$ cat src/rtl/ctvi_pkg.sv
// Shared types and constants for the cube trilinear vector interpolator.
// No dependencies.
`timescale 1ns / 1ps
package ctvi_pkg;

  localparam int CW     = 16;  // coordinate and vector width, signed
  localparam int SIZE_W = 15;  // cube edge length width, unsigned
  localparam int ADDR_W = 4;   // APB byte address width

  localparam logic signed [CW-1:0] ORIGIN_X_RST = 16'sd0;
  localparam logic signed [CW-1:0] ORIGIN_Y_RST = 16'sd2048;
  localparam logic signed [CW-1:0] ORIGIN_Z_RST = 16'sd0;
  localparam logic [SIZE_W-1:0]    CUBE_SIZE_RST = 15'd512;

  typedef enum logic {
    ACT_LOAD  = 1'b0,
    ACT_QUERY = 1'b1
  } action_t;

  typedef enum logic [1:0] {
    REG_ORIGIN_X  = 2'd0,
    REG_ORIGIN_Y  = 2'd1,
    REG_ORIGIN_Z  = 2'd2,
    REG_CUBE_SIZE = 2'd3
  } reg_idx_t;

  typedef struct packed {
    logic                 action;
    logic [2:0]           corner;
    logic signed [CW-1:0] vec_x;
    logic signed [CW-1:0] vec_y;
    logic signed [CW-1:0] vec_z;
    logic signed [CW-1:0] pos_x;
    logic signed [CW-1:0] pos_y;
    logic signed [CW-1:0] pos_z;
  } in_t;

  typedef struct packed {
    logic                 inside_res;
    logic signed [CW-1:0] dir_x;
    logic signed [CW-1:0] dir_y;
    logic signed [CW-1:0] dir_z;
  } out_t;

  // Classified item handed from the front end to the back end
  typedef struct packed {
    logic                 query;
    logic                 in_cube;
    logic [2:0]           corner;
    logic signed [CW-1:0] vec_x;
    logic signed [CW-1:0] vec_y;
    logic signed [CW-1:0] vec_z;
    logic [SIZE_W-1:0]    d_x;
    logic [SIZE_W-1:0]    d_y;
    logic [SIZE_W-1:0]    d_z;
  } front_item_t;

endpackage

$ cat src/rtl/ctvi_fifo.sv
// Two-entry item queue between the front end and the back end.
// Depends on ctvi_pkg.
`timescale 1ns / 1ps
module ctvi_fifo (
  input  logic                  clk,
  input  logic                  rst_n,
  input  logic                  push,
  input  ctvi_pkg::front_item_t push_item,
  input  logic                  pop,
  output logic                  not_empty,
  output logic                  full,
  output ctvi_pkg::front_item_t head
);

  ctvi_pkg::front_item_t mem_r [2];
  logic                  wr_ptr_r, rd_ptr_r;
  logic [1:0]            count_r;

  assign not_empty = (count_r != 2'd0);
  assign full      = (count_r == 2'd2);
  assign head      = mem_r[rd_ptr_r];

  always_ff @(posedge clk) begin
    if (!rst_n) begin
      wr_ptr_r <= 1'b0;
      rd_ptr_r <= 1'b0;
      count_r  <= 2'd0;
    end else begin
      if (push) wr_ptr_r <= ~wr_ptr_r;
      if (pop)  rd_ptr_r <= ~rd_ptr_r;
      count_r <= count_r + {1'b0, push} - {1'b0, pop};
    end
  end

  always_ff @(posedge clk) begin
    if (push) begin
      mem_r[wr_ptr_r] <= push_item;
    end
  end

endmodule

$ cat config.mk
export PLATFORM = sky130hd
export DESIGN_NAME = ctvi_fifo
export DESIGN_NICKNAME = d
export VERILOG_FILES = /design/src/rtl/ctvi_pkg.sv /design/src/rtl/ctvi_fifo.sv
export SDC_FILE = /design/constraint.sdc
export NUM_CORES = 1
export LEC_CHECK = 0
export BUFFER_PORTS_ARGS = -buffer_cell sky130_fd_sc_hd__buf_2
export CAP_MARGIN = 30
export CELL_PAD_IN_SITES_DETAIL_PLACEMENT = 2
export CELL_PAD_IN_SITES_GLOBAL_PLACEMENT = 2
export CORE_MARGIN = 2
export CORE_UTILIZATION = 38
export CTS_CLUSTER_DIAMETER = 50
export DETAILED_ROUTE_END_ITERATION = 8
export GPL_ROUTABILITY_DRIVEN = 0
export PLACE_DENSITY = 0.85
export SLEW_MARGIN = 10
export SYNTH_ARGS = -nofsm -noshare
export SYNTH_HDL_FRONTEND = slang
export SYNTH_SLANG_ARGS = --single-unit
$ cat constraint.sdc
create_clock -name clk -period 8.4 [get_ports clk]
set_input_delay 2.52 -clock clk [delete_from_list [all_inputs] [get_ports clk]]
set_output_delay 2.52 -clock clk [all_outputs]
set_load 0.01 [all_outputs]
== Word level (Yosys, flattened, before mapping) ==
Memories as Yosys holds them, arrays and structs flattened. A register that Yosys moved wholly into a read port is not among the register bits.
Index checks and enable logic that the tools add are counted.

* Flip-flop bits (word level): 4
* Bits in latches: 0
* Bits in writable memories: 196
* ROM bits: 0
* Input port bits: 102
* Output and inout bits: 100
* Logic and storage cells: 14
* Memories: 1

* Add/subtract/negate cells: 2
* Multiply operators: 0
* Divide/modulo/power cells: 0
* Order comparisons: 0
* Equal/unequal tests: 1
* Shifts and indexed selects: 0
* Muxes and demuxes: 4
* Bitwise logic cells: 2
* Reduce and logical (&&, ||, !) cells: 1

{| class="wikitable"
|+ Memories
! name !! words !! bits a word !! read ports !! clocked after Yosys merged registers in !! wr ports !! line !! source
|-
| mem_r || 2 || 98 || 1 || 1 || 1 || ctvi_fifo.sv:15 || <nowiki>ctvi_pkg::front_item_t mem_r [2];</nowiki>
|}

{| class="wikitable"
|+ Operators by type and width
! operator !! count
|-
| 1-bit 2-to-1 mux || 4
|-
| 2-bit by 1-bit adder with 2-bit output || 1
|-
| 2-bit equality test (second input constant) || 1
|-
| 1-bit NOT || 2
|-
| 2-bit nonzero test || 1
|-
| 2-bit by 1-bit subtractor with 2-bit output || 1
|}

== Longest topological paths before layout ==
* Depth after elaboration: 3
* Depth in mapped cells: 6
* Gate-level depth less buffers: 6

== Worst setup path after synthesis ==
No wires, ideal clock.

* Path kind: input to register
* From: input port push
* To: memory mem_r[0][0] in the netlist's numbering (enable)
* Setup time: 0.568 ns
* Data arrival time: 6.818 ns
* Required time: 7.832 ns
* Slack: 1.015 ns
* Cell stages on the path: 1
* Buffers on the path: 0
* Cells stage by stage: nor2b_1

* Longest elaborated chain between the ends: 2

{| class="wikitable"
|+ Ends and longest elaborated chain
! item !! line !! source
|-
| start: declaration || ctvi_fifo.sv:7 || <nowiki>input logic push,</nowiki>
|-
| 1-bit 2-to-1 mux || ctvi_fifo.sv:36 || <nowiki>if (push) begin</nowiki>
|-
| 1-bit 2-to-1 mux (implied by the code) || ctvi_fifo.sv:37 || <nowiki>mem_r[wr_ptr_r] <= push_item;</nowiki>
|-
| end: declaration || ctvi_fifo.sv:15 ||
|}

No other way between the ends.

==> results_dict.tcl <==
set metrics [dict create \
    netlist_instances 326 \
    maxSlewHeadroom 0.508 \
    dominantRegCellSynth "sky130_fd_sc_hd__edfxtp_1" \
    drt_iter0_drc 150 \
    crit_path_end_kind "primary output" \
    cts_tree "yes" \
    critPathKind "reg -> out" \
    clock_sinks 201 \
    clock_tree.root_cell "sky130_fd_sc_hd__clkbuf_16" \
    avgRoutedWirePerCell_um 20.7 \
    routed_wl_um 17000 \
    holdCritStartpoint "rd_ptr_r" \
    grt_pass1_wl_um 25900 \
    peakVddDrop_uv 167 \
    p_leak_nw 3.59 \
    synth-async-reset-ratio 0 \
    post_cts_hold_buffers 0 \
    place_hpwl_um 11700 \
    synth_warnings 0 \
    seq_area_frac_synth 0.812 \
    final_nets 650 \
    port_buffers 201 \
    grt_setup_unrepaired "false" \
    syn-num-nets 430 \
    critPathLaunchType "flip-flop" \
    finalSetupTns_ns 0 \
    path_clk_slew_ns 0.06 \
    cts_htree_levels 1 \
    grt_max_degree 54 \
    slew_violations 0 \
    dpl_worst_slack_ns 3.67 \
    cts.repair.resized 0 \
    remaining_drc_errors 0 \
    cts_buffers 24 \
    die_height_um 143 \
    grt_antenna_before_repair 0 \
    setup_ws_ns 3.23 \
    post_cts.repair.setup_buffers 0 \
    synth_edf_count 196 \
    finalCritPeriodShare 0.615 \
    syn_to_final_growth_pct 28.0 \
    synth_area_per_cell_um2 22.6 \
    worst-endpoint-arrival_ns 2.65 \
    drt_pass1_iterations 4 \
    power_density_nw_per_um2 255 \
    synth_seq_cells 201 \
    top_level_i_o_count 202 \
    drtAntennaViolNets 0 \
    ctsLongestPathBuffers 3 \
    critical-path-max-stage-delay_ns 0.81 \
    outcome "completed" \
    tightest_pin_transition_ns 0.738 \
    synth_area_um2 7370 \
    synth.cells.most_frequent "sky130_fd_sc_hd__edfxtp_1 (196), sky130_fd_sc_hd__mux2_2 (78), sky130_fd_sc_hd__mux2_4 (20)" \
    worstSkewPairLatency_ns 0.49 \
    fp.dieW_um 143 \
    fin_hold_ws_ns 0.617 \
    yosys.cell_count.top_type "sky130_fd_sc_hd__edfxtp_1" \
    core_area_um2 18900 \
    finalPower_mw 2.41 \
    slowest_stage "sky130_fd_sc_hd__dfxtp_4" \
    drive_above_1_share 0.608 \
    synth_top_area_frac 0.798 \
    crit_fanout 51 \
    timing.max_cap.violations 0 \
    globalRouteTotalUtil 0.168 \
    antenna-diode-count 0 \
    yosysUniqueCellTypes 14 \
    worst_r2r_endpoint "mem_r[1][45]" \
    vias_in_the_first_global_route 4492 \
    initial_core_util 0.390 \
    max_clock_freq_mhz 194 \
    whs_path_depth 2 \
    setup_viol_count_final 0 \
    detailroute.via_count 3854 \
    worst_r2r_startpoint "wr_ptr_r" \
    viasPerCell 4.68 \
    fillers 1746 \
    overflow 0 \
    number_of_hold_violations_in_the_final_report 0 \
    worstPathRequired_ns 5.88 \
    synth_top_cell_by_area "sky130_fd_sc_hd__edfxtp_1" \
    timing.final.crit_period_ns 5.17 \
    timing.critical_path.cells "buf_4 > mux2_2 > buf_2" \
    reg2reg_path_depth 2 \
    final_setup_skew_ns 0.0103 \
    holdCritPathClass "reg -> reg" \
    placement_rows 50 \
    worst-r2r-setup-slack_ns 6.26 \
    biggest_area_contributors_in_the_synthesized_netlist "sky130_fd_sc_hd__edfxtp_1 (80%), sky130_fd_sc_hd__mux2_2 (12%), sky130_fd_sc_hd__mux2_4 (4.1%), sky130_fd_sc_hd__dfxtp_1 (1.4%), sky130_fd_sc_hd__buf_6 (0.61%)" \
    fp.dieArea_um2 20500 \
]
report_power, final:
group / leakage (nW) / internal (mW) / total (mW) / switching [mW]
Combinational: 1.33 / 0.115 / 0.232 / 0.117
Clock: 0.379 / 0.606 / 0.990 / 0.383
Sequential: 1.88 / 1.16 / 1.19 / 0.0254
per-layer routing:
layer / vias up / track usage / share of wire
met3: 23 / 0.0476 / 0.071
met2: 142 / 0.317 / 0.55
met4: 0 / 0.0413 / 0.016
met1: 1953 / 0.185 / 0.36
li1: 1736 / - / -
met5: - / 0 / 0
final cells by class:
type | count | area, um2 | share of cell area
inverters | 2 | 7.51 | 0.000796
flip-flops and latches | 201 | 5990 | 0.635
multi-input cells | 112 | 1310 | 0.139
clock buffers | 31 | 648 | 0.0687
clock inverters | 13 | 119 | 0.0126
repair buffers | 205 | 1040 | 0.110
well taps | 260 | 325 | 0.0345
worst max-delay path: cells and delay by family (launching register included):
kind     cells  cell delay (ns)
buf+inv      2             0.83
flops        1             0.81
mux          1             0.42
stage by stage:
| stage | util | cells | instance area, um2 |
|---|---|---|---|
| after global placement | 0.459 | 780 | 8670 |
| after CTS | 0.499 | 824 | 9430 |
| after detailed placement | 0.459 | 780 | 8670 |
| final | 0.499 | 824 | 9430 |
| after floorplan | - | 326 | 7370 |
| after global routing | 0.499 | 824 | 9430 |
cells by family (layout without fill, tap and decap cells):
family / after synthesis / count (layout) / share of synthesized area
buf+inv: 13 / 251 / 0.0119
flops: 201 / 201 / 0.812
fa+ha+maj: 2 / 2 / 0.00339
mux: 98 / 98 / 0.160
simple gates: 9 / 9 / 0.00764
compound gates: 1 / 1 / 0.00102
xor+xnor: 2 / 2 / 0.00424
state kept, by name (all words and copies together), names as in the netlist, named ones only:
name	flops
mem_r	196
rd_ptr_r	1
wr_ptr_r	1
count_r	2
worst max path at each step:
stage / from / cells after the start / to / slack, ns
floorplan: push / 1 / mem_r[0][0] / 1.01
global placement: flip-flop / 3 / head[11] / 3.75
detailed placement: flip-flop / 3 / head[31] / 3.67
CTS: flip-flop / 3 / head[27] / 3.12
global route: flip-flop / 3 / head[76] / 3.06
finish: flip-flop / 3 / head[76] / 3.23
cell usage in the layout, fill, tap and decap left out, drive strengths merged:
master    Yosys  routed
xor2          1       1
clkinvlp      0       1
dfxtp         5       5
clkbuf        0      31
bufinv        0       2
buf          11     205
ha            2       2
nor2b         4       4
edfxtp      196     196
o21a          1       1
and2          4       4
clkinv        0       9
inv           2       3
xnor3         1       1
mux2         98      98
or2           1       1
Power figures use the tool's default switching activity.
