`config.mk`:
```
export PLATFORM = sky130hd
export DESIGN_NAME = ctvi_front
export DESIGN_NICKNAME = d
export VERILOG_FILES = /design/src/rtl/ctvi_pkg.sv /design/src/rtl/ctvi_front.sv
export SDC_FILE = /design/constraint.sdc
export NUM_CORES = 1
export LEC_CHECK = 0
export ABC_AREA = 1
export BUFFER_PORTS_ARGS = -buffer_cell sky130_fd_sc_hd__buf_2
export CORE_AREA = 2 2 116 118
export CTS_BUF_LIST = sky130_fd_sc_hd__clkbuf_4 sky130_fd_sc_hd__clkbuf_8
export DETAILED_ROUTE_END_ITERATION = 8
export DIE_AREA = 0 0 118 120
export PLACE_DENSITY = 0.93
export SYNTH_ARGS = -nofsm -noshare
export SYNTH_HDL_FRONTEND = slang
export SYNTH_SLANG_ARGS = --single-unit
```
`constraint.sdc`:
```
create_clock -name clk -period 3.4 [get_ports clk]
set_clock_uncertainty 0.05 [all_clocks]
set_input_delay 0.34 -clock clk [delete_from_list [all_inputs] [get_ports clk]]
set_output_delay 0.34 -clock clk [all_outputs]
set_load 0.01 [all_outputs]
```
`src/rtl/ctvi_pkg.sv`:
```
// Shared types and constants for the cube trilinear vector interpolator.
// No dependencies.
`timescale 1ns / 1ps
package ctvi_pkg;

  localparam int CW     = 16;  // coordinate and vector width, signed
  localparam int SIZE_W = 15;  // cube edge length width, unsigned
  localparam int ADDR_W = 4;   // APB byte address width

  localparam logic signed [CW-1:0] ORIGIN_X_RST = 16'sd0;
  localparam logic signed [CW-1:0] ORIGIN_Y_RST = 16'sd2048;
  localparam logic signed [CW-1:0] ORIGIN_Z_RST = 16'sd0;
  localparam logic [SIZE_W-1:0]    CUBE_SIZE_RST = 15'd512;

  typedef enum logic {
    ACT_LOAD  = 1'b0,
    ACT_QUERY = 1'b1
  } action_t;

  typedef enum logic [1:0] {
    REG_ORIGIN_X  = 2'd0,
    REG_ORIGIN_Y  = 2'd1,
    REG_ORIGIN_Z  = 2'd2,
    REG_CUBE_SIZE = 2'd3
  } reg_idx_t;

  typedef struct packed {
    logic                 action;
    logic [2:0]           corner;
    logic signed [CW-1:0] vec_x;
    logic signed [CW-1:0] vec_y;
    logic signed [CW-1:0] vec_z;
    logic signed [CW-1:0] pos_x;
    logic signed [CW-1:0] pos_y;
    logic signed [CW-1:0] pos_z;
  } in_t;

  typedef struct packed {
    logic                 inside_res;
    logic signed [CW-1:0] dir_x;
    logic signed [CW-1:0] dir_y;
    logic signed [CW-1:0] dir_z;
  } out_t;

  // Classified item handed from the front end to the back end
  typedef struct packed {
    logic                 query;
    logic                 in_cube;
    logic [2:0]           corner;
    logic signed [CW-1:0] vec_x;
    logic signed [CW-1:0] vec_y;
    logic signed [CW-1:0] vec_z;
    logic [SIZE_W-1:0]    d_x;
    logic [SIZE_W-1:0]    d_y;
    logic [SIZE_W-1:0]    d_z;
  } front_item_t;

endpackage

```
`src/rtl/ctvi_front.sv`:
```
// Front end: registers each accepted item, runs the inside test and the offsets.
// Depends on ctvi_pkg.
`timescale 1ns / 1ps
module ctvi_front (
  input  logic                          clk,
  input  logic                          rst_n,
  input  logic                          accept,
  input  ctvi_pkg::in_t                 in_item,
  input  logic signed [ctvi_pkg::CW-1:0] origin_x,
  input  logic signed [ctvi_pkg::CW-1:0] origin_y,
  input  logic signed [ctvi_pkg::CW-1:0] origin_z,
  input  logic [ctvi_pkg::SIZE_W-1:0]   cube_size,
  output logic                          fi_vld_r,
  output ctvi_pkg::front_item_t         fi_r
);

  logic signed [ctvi_pkg::CW:0] dx, dy, dz;
  logic                         in_x, in_y, in_z;
  ctvi_pkg::front_item_t        fi_nxt;

  always_comb begin
    dx = {in_item.pos_x[ctvi_pkg::CW-1], in_item.pos_x} - {origin_x[ctvi_pkg::CW-1], origin_x};
    dy = {in_item.pos_y[ctvi_pkg::CW-1], in_item.pos_y} - {origin_y[ctvi_pkg::CW-1], origin_y};
    dz = {in_item.pos_z[ctvi_pkg::CW-1], in_item.pos_z} - {origin_z[ctvi_pkg::CW-1], origin_z};
    // bounds inclusive on both sides
    in_x = !dx[ctvi_pkg::CW] && (dx[ctvi_pkg::CW-1:0] <= {1'b0, cube_size});
    in_y = !dy[ctvi_pkg::CW] && (dy[ctvi_pkg::CW-1:0] <= {1'b0, cube_size});
    in_z = !dz[ctvi_pkg::CW] && (dz[ctvi_pkg::CW-1:0] <= {1'b0, cube_size});
    fi_nxt.query   = (in_item.action == ctvi_pkg::ACT_QUERY);
    fi_nxt.in_cube = in_x && in_y && in_z;
    fi_nxt.corner  = in_item.corner;
    fi_nxt.vec_x   = in_item.vec_x;
    fi_nxt.vec_y   = in_item.vec_y;
    fi_nxt.vec_z   = in_item.vec_z;
    fi_nxt.d_x     = dx[ctvi_pkg::SIZE_W-1:0];
    fi_nxt.d_y     = dy[ctvi_pkg::SIZE_W-1:0];
    fi_nxt.d_z     = dz[ctvi_pkg::SIZE_W-1:0];
  end

  always_ff @(posedge clk) begin
    if (!rst_n) begin
      fi_vld_r <= 1'b0;
    end else begin
      fi_vld_r <= accept;
    end
  end

  always_ff @(posedge clk) begin
    if (accept) begin
      fi_r <= fi_nxt;
    end
  end

endmodule

```
-- After elaboration in Yosys (flattened, before gate mapping)
Index checks and enable logic that the tools add are counted.
- flip-flop bits (word level): 99
- logic and storage cells: 24
- $add $sub $neg: 3
- $lt $le $gt $ge: 3
- reductions and logical operators: 8
- operators by type and width (operator ; count):
    $sub A16 B16 Y17 ; 3
    $le A16 B15 Y1 ; 3
    $logic_and A1 B1 Y1 ; 5
    $logic_not A1 Y1 ; 3

-- Longest topological paths before layout
Gate-level depths: netlist of run 1.
- depth after elaboration: 5
- depth in mapped cells: 21
- depth with buffers taken out: 21

-- Least setup slack after synthesis of run 1
Ideal clock, no wire load.
- path type: input to register
- start: input port in_item[32] in the netlist's numbering
- end: register fi_r[96] in the netlist's numbering (data pin)
- arrival: 2669 ps
- stages: 19
- required time: 3098 ps
- library setup time: 252 ps
- slack: 429 ps
- buffers on the path: 0
- cell sequence: inv_1 > ha_1 > inv_1 > fa_1 > nand3_1 > nand2_1 > a21oi_2 > o21ai_2 > a21boi_1 > o21ai_0 > xor2_1 > ha_1 > nand3_1 > nor2_1 > inv_1 > o211ai_1 > nand2_1 > nand3_1 > nor2_2
- RTL lines (what ; line ; text):
    start: declaration ; ctvi_front.sv:8 ; input ctvi_pkg::in_t in_item,
    end signal: assignment ; ctvi_front.sv:50 ; fi_r <= fi_nxt;
    end: declaration ; ctvi_front.sv:14 ; output ctvi_pkg::front_item_t fi_r

==> impl_metrics.csv, run 1 <==
group,metric,value,unit
run_status,status,"complete, no violations",
finish,drive_gt1_share,32.00,%
clock_network,cts_tree,"built",
clock_network,ctsResizeCount,0,
global_routing,grt_max_degree,100,
routing,dr.pass1.iters,6,
timing,rsz0062_at_grt,"no",
timing,fin_tns_setup,0,ns
finish,area_growth,27.40,%
timing,fin_crit_sh,87.90,%
timing,final-hold-violation-count,0,
synthesis,ys_warn_count,0,
routing,vias,5667,
flow_run,maxCapViolCount,0,
finish,finalNetCount,1204,
power,internal_power,2.350,mW
clock_network,post_cts_buffers,0,
synthesis,yosysSeqAreaShare,45.53,%
place,placed_area,8079,sq um
clock_network,clock-sinks,99,
power,p_comb_share,33.0,%
synthesis,synth-main-ff-cell,"edfxtp_1",
power,p_leak,4.419,nW
global_routing,grt_pass1_wl,26.24,mm
clock_network,htree_levels,3,
worst_setup_path,cp-start-kind,"input port",
power,p_sw,1.140,mW
clock_network,cts_inserted_buffers,9,
die,rows,42,
worst_setup_path,arrival,3.08,ns
synthesis,synth_nets,927,
timing,worst_pin_slew,0.5325,ns
die,die_area,14160,sq um
routing,ant_nets,0,
clock_network,path_clk_slew,0.10,ns
clock_network,cts-hold-fix-buffers,0,
synthesis,ys_ff_latch,99,
power,power_density,421.0,nW/um^2
routing,drc,0,
timing,drv_slew,0,
place,hpwl,14.07,mm
place,port_buffers,264,
synthesis,synth_cell_type_count,36,
global_routing,overflow,0,
synthesis,ys_async_sr_fraction,0,%
timing,fmax,0.3346,GHz
power,seq_power_share,44.6,%
finish,fillCellCount,998,
worst_setup_path,worstSetupPathType,"in -> reg",
timing,holdWs,0.08699,ns
place,place_congestion,0.9209,
die,core,12980,sq um
finish,seq_area,2963,sq um
die,fp.dieW,118,um
finish,multiInputGateArea,3060,sq um
routing,first_iter_violations,497,
worst_setup_path,worstSetupStartpoint,"in_item[32]",
power,swShare,32.66,%
timing,setup_viol,0,
synthesis,syn_avg_cell_area,9.786,sq um
synthesis,synth_edf_count,98,
routing,wl_per_cell,14.91,um
timing,maxSlewHeadroom,64.50,%
die,start_util,50.13,%
worst_setup_path,cp_max_fo,3,
die,ios,265,
worst_setup_path,crit_required,3.49,ns
global_routing,first_global_vias,5568,
routing,viasPerCell,5.033,
timing,layout_min_cycle_time,2.988,ns
global_routing,antenna_found_initial,3,
power,fin_total_pwr,3.490,mW
finish,final_area,8290,sq um
worst_setup_path,end_kind,"flop",
routing,routed_wl,16.79,mm
power,clock_power_share,22.4,%
clock_network,cts_buffer_depth,2,
clock_network,cts_root_buffer,"clkbuf_8",
global_routing,grt_usage,23.72,%
synthesis,synthCells,665,
min_path,worstHoldStart,"in_item[63]",
min_path,hp-class,"in -> reg",
power,peakVddDrop,245.0,uV
synthesis,synth_area,6507,sq um
die,chipHeight,120,um
==> area by class of cell <==
| cell class | count | area share [%] |
|---|---|---|
| Multi-Input combinational cell | 437 | 36.92 |
| Sequential cell | 99 | 35.74 |
| Timing Repair Buffer | 266 | 16.30 |
| Inverter | 129 | 5.841 |
| Tap cell | 176 | 2.656 |
| Clock buffer | 10 | 1.585 |
| Clock inverter | 6 | 0.8753 |
| Antenna cell | 3 | 0.09055 |
==> per-stage QoR <==
step | worst slack, ns | utilization (%) | instances
3_3_place_gp | 0.09476 | 62.24 | 1107
3_5_place_dp | 0.02073 | 62.24 | 1107
4_1_cts | 0.4295 | 63.81 | 1123
2_1_floorplan | 0.4290 | - | 665
6_report | 0.4115 | 63.87 | 1126
5_1_grt | 0.1740 | 63.85 | 1125
==> power groups by stage <==
stage / Sequential, mW / Combinational [mW] / Clock [mW]
after global routing: 1.57 / 1.29 / 0.840
after CTS: 1.56 / 1.15 / 0.790
after detailed placement: 1.58 / 1.15 / 0
after floorplan: 1.66 / 0.631 / 0
final: 1.56 / 1.15 / 0.783
after global placement: 1.58 / 1.11 / 0
==> final timing paths <==
kind                       end  cells after the start
worst max-delay path  fi_r[96]                     20
worst min-delay path  fi_r[60]                      1
==> cell usage after synthesis, types with 2 or more instances <==
master / number / area, sq um
nand4_1: 5 / 31.28
ha_1: 93 / 1164
nor3_1: 6 / 30.03
a31oi_1: 5 / 31.28
nor2_1: 21 / 78.83
xnor2_1: 14 / 122.6
a21oi_2: 5 / 43.79
inv_1: 128 / 480.5
a21boi_2: 3 / 33.78
o21bai_1: 5 / 37.54
fa_1: 3 / 60.06
and3_1: 2 / 12.51
xor2_1: 28 / 245.2
nand2_1: 122 / 457.9
a21o_1: 8 / 60.06
o211ai_1: 3 / 22.52
nand3_1: 29 / 145.1
o21ai_2: 3 / 26.28
o21ai_1: 2 / 10.01
nand2_2: 6 / 37.54
o21ai_0: 9 / 45.04
a211oi_1: 2 / 15.01
a21oi_1: 53 / 265.3
edfxtp_1: 98 / 2943
==> flip-flops by register name (all words and copies together), names as in the netlist <==
register  cells
fi_r         98
fi_vld_r      1
==> cells by family (layout without fill, tap and decap cells) <==
kind of cell | count (synthesis) | after routing | synth area share [%]
buffers and inverters | 129 | 411 | 7.441
and+or+nand+nor | 196 | 196 | 12.81
AOI/OAI and AO/OA | 103 | 103 | 9.767
DFF | 99 | 99 | 45.53
xor gates and xnor gates | 42 | 42 | 5.653
adders and majority gates | 96 | 96 | 18.80
other | 0 | 3 | 0
==> placed cells by master (no fill, tap or decap), types with 2 or more instances in the layout <==
cell      Yosys  final
buf_2         0    263
inv_1       128    128
nand2_1     122    122
edfxtp_1     98     98
ha_1         93     93
a21oi_1      53     53
nand3_1      29     29
xor2_1       28     28
nor2_1       21     21
xnor2_1      14     14
o21ai_0       9      9
clkbuf_8      0      9
a21o_1        8      8
nor3_1        6      6
nand2_2       6      6
a21oi_2       5      5
o21bai_1      5      5
a31oi_1       5      5
nand4_1       5      5
diode_2       0      3
o21ai_2       3      3
a21boi_2      3      3
o211ai_1      3      3
fa_1          3      3
a211oi_1      2      2
and3_1        2      2
o21ai_1       2      2
clkinv_4      0      2
buf_4         0      2
==> critical path, cell delays in order <==
cell	delay (ns)
buf_2	0.09
inv_1	0.04
ha_1	0.13
inv_1	0.06
fa_1	0.39
nand3_1	0.09
nand2_1	0.10
a21oi_2	0.27
o21ai_2	0.11
a21boi_1	0.21
o21ai_0	0.13
xor2_1	0.18
ha_1	0.30
nand3_1	0.08
nor2_1	0.13
inv_1	0.05
o211ai_1	0.17
nand2_1	0.07
nand3_1	0.09
nor2_2	0.04
==> layer usage <==
layer	wire length [um]	up-vias	share of wire (%)	track usage (%)
li1	-	2809	-	-
met1	6205	2602	37	25.02
met2	9017	218	54	45.39
met3	1122	38	6.7	6.179
met4	444	0	2.6	8.283
met5	0	-	0	0
(Power assumes the default switching activity.)
==> run 2: changes to the inputs <==
- GPL_TIMING_DRIVEN: unset -> 0
- clock period: 3.4 -> 3.25 ns (I/O delays scaled with it)
==> run 2 against run 1 <==
Compared with the run above:
- routed wire length increased by 1.1%
- clock power down 1%
- first-iteration DRC count shrank 31%
- global-route usage down 0.18 points
- power rose by 3.7%
- cell count hardly changed
- critical path depth stayed put
- critical endpoint unchanged
==> impl_metrics.csv, run 2 (synthesis gave the netlist of run 1 again) <==
group,metric,value,unit
run_status,status,"complete, no violations",
die,ios,265,
finish,area_growth,27.48,%
routing,vias,5702,
worst_setup_path,cp_max_fo,3,
timing,fin_crit_sh,91.74,%
routing,drc,0,
worst_setup_path,cp-start-kind,"input port",
timing,layout_min_cycle_time,2.982,ns
global_routing,first_global_vias,5497,
timing,rsz0062_at_grt,"no",
power,peakVddDrop,207.4,uV
routing,viasPerCell,5.059,
finish,finalNetCount,1203,
power,swShare,34.04,%
place,hpwl,14.30,mm
timing,fmax,0.3354,GHz
min_path,hp-class,"in -> reg",
clock_network,cts_buffer_depth,2,
power,internal_power,2.387,mW
clock_network,clock-sinks,99,
clock_network,post_cts_buffers,0,
die,chipHeight,120,um
flow_run,maxCapViolCount,0,
min_path,min_path_cells,1,
finish,drive_gt1_share,31.92,%
power,fin_total_pwr,3.619,mW
timing,setup_viol,0,
global_routing,overflow,0,
clock_network,htree_levels,3,
global_routing,grt_max_degree,55,
die,die_area,14160,sq um
clock_network,cts_inserted_buffers,9,
worst_setup_path,arrival,3.07,ns
die,start_util,50.13,%
worst_setup_path,worstSetupStartpoint,"in_item[32]",
die,core,12980,sq um
finish,regMostFlops,"fi_r",
power,p_sw,1.232,mW
power,clock_power_share,21.4,%
finish,multiInputGateArea,3068,sq um
finish,layout_commonest_cell,"buf_2",
finish,top_regs,"fi_r (98), fi_vld_r (1)",
power,p_comb_share,33.7,%
finish,fin_util,63.91,%
finish,seq_area,2963,sq um
routing,dr.pass1.iters,5,
clock_network,cts_root_buffer,"clkbuf_8",
power,power_density,436.3,nW/um^2
finish,largest_reg_flops,98,
die,fp.dieW,118,um
timing,final-hold-violation-count,0,
timing,holdWs,0.07661,ns
clock_network,path_clk_slew,0.11,ns
finish,layout_common_cells,"buf_2, inv_1, nand2_1",
place,port_buffers,264,
worst_setup_path,crit_required,3.34,ns
timing,worst_pin_slew,0.6591,ns
routing,wl_per_cell,15.07,um
routing,first_iter_violations,345,
place,place_congestion,0.8988,
clock_network,cts_tree,"built",
worst_setup_path,end_kind,"flop",
power,seq_power_share,44.9,%
timing,maxSlewHeadroom,56.06,%
routing,routed_wl,16.98,mm
power,p_leak,4.413,nW
timing,drv_slew,0,
die,rows,42,
routing,ant_nets,0,
global_routing,grt_pass1_wl,25.79,mm
global_routing,antenna_found_initial,5,
global_routing,grt_usage,23.53,%
finish,fillCellCount,989,
min_path,holdPathEnd,"fi_r[94]",
worst_setup_path,worstSetupPathType,"in -> reg",
min_path,worstHoldStart,"in_item[97]",
==> run 2: cell types whose count changed in the layout (fill, tap and decap cells not counted), sizes merged <==
cell    delta
buf        -1
bufinv     -1
clkinv     +1
inv        +1
diode      +2
clkbuf     -1
==> run 2: power by group through the flow <==
stage	sequential, mW	clock (mW)	combinational (mW)
after floorplan	1.74	0	0.661
after global placement	1.65	0	1.15
after detailed placement	1.65	0	1.21
after CTS	1.63	0.783	1.22
after global routing	1.64	0.830	1.37
final	1.63	0.775	1.22
==> run 2: cell type report <==
class / instances / share of cell area [%]
inverter: 129 / 5.837
sequential: 99 / 35.72
multi-input combinational: 437 / 36.98
clock inverter: 7 / 0.8748
tap: 176 / 2.655
clock buffer: 9 / 1.493
antenna: 5 / 0.1508
timing repair buffer: 265 / 16.29
==> run 2: worst max-delay path by stage <==
stage               depth (start not counted)  slack [ns]        to
finish                                     20        0.27  fi_r[96]
global placement                           20       -0.14  fi_r[96]
floorplan                                  19        0.29  fi_r[96]
CTS                                        20        0.22  fi_r[96]
detailed placement                         20       -0.20  fi_r[96]
global route                               20        0.03  fi_r[96]
==> run 2: stage by stage <==
stage               cells  TNS, ns  setup slack (ns)  area (sq um)
floorplan             665        0            0.2940          6507
global placement     1105  -0.1412           -0.1412          8049
detailed placement   1106  -0.1975           -0.1975          8079
CTS                  1122        0            0.2157          8275
global route         1127        0           0.03348          8295
finish               1127        0            0.2685          8295
==> run 2: repair_timing <==
item,in CTS,in global routing
endpoints found under the setup margin,0,1
hold buffers,0,0
resized for setup,0,1
endpoints found under the hold margin,0,0
==> run 2: critical path, stage by stage <==
cell      delay [ns]
buf_2           0.10
inv_1           0.05
ha_1            0.13
inv_1           0.06
fa_1            0.40
nand3_1         0.08
nand2_1         0.11
a21oi_4         0.22
o21ai_2         0.10
a21boi_1        0.20
o21ai_0         0.13
xor2_1          0.19
ha_1            0.31
nand3_1         0.08
nor2_1          0.15
inv_1           0.05
o211ai_1        0.17
nand2_1         0.07
nand3_1         0.08
nor2_2          0.04
==> run 2: metal layers <==
layer | GRT usage [%] | part of all wire (%) | up-vias
met5 | 0 | 0 | -
met4 | 10.54 | 2.8 | 0
met3 | 4.895 | 6.5 | 31
met2 | 46.33 | 54 | 219
met1 | 23.58 | 36 | 2639
li1 | - | - | 2813
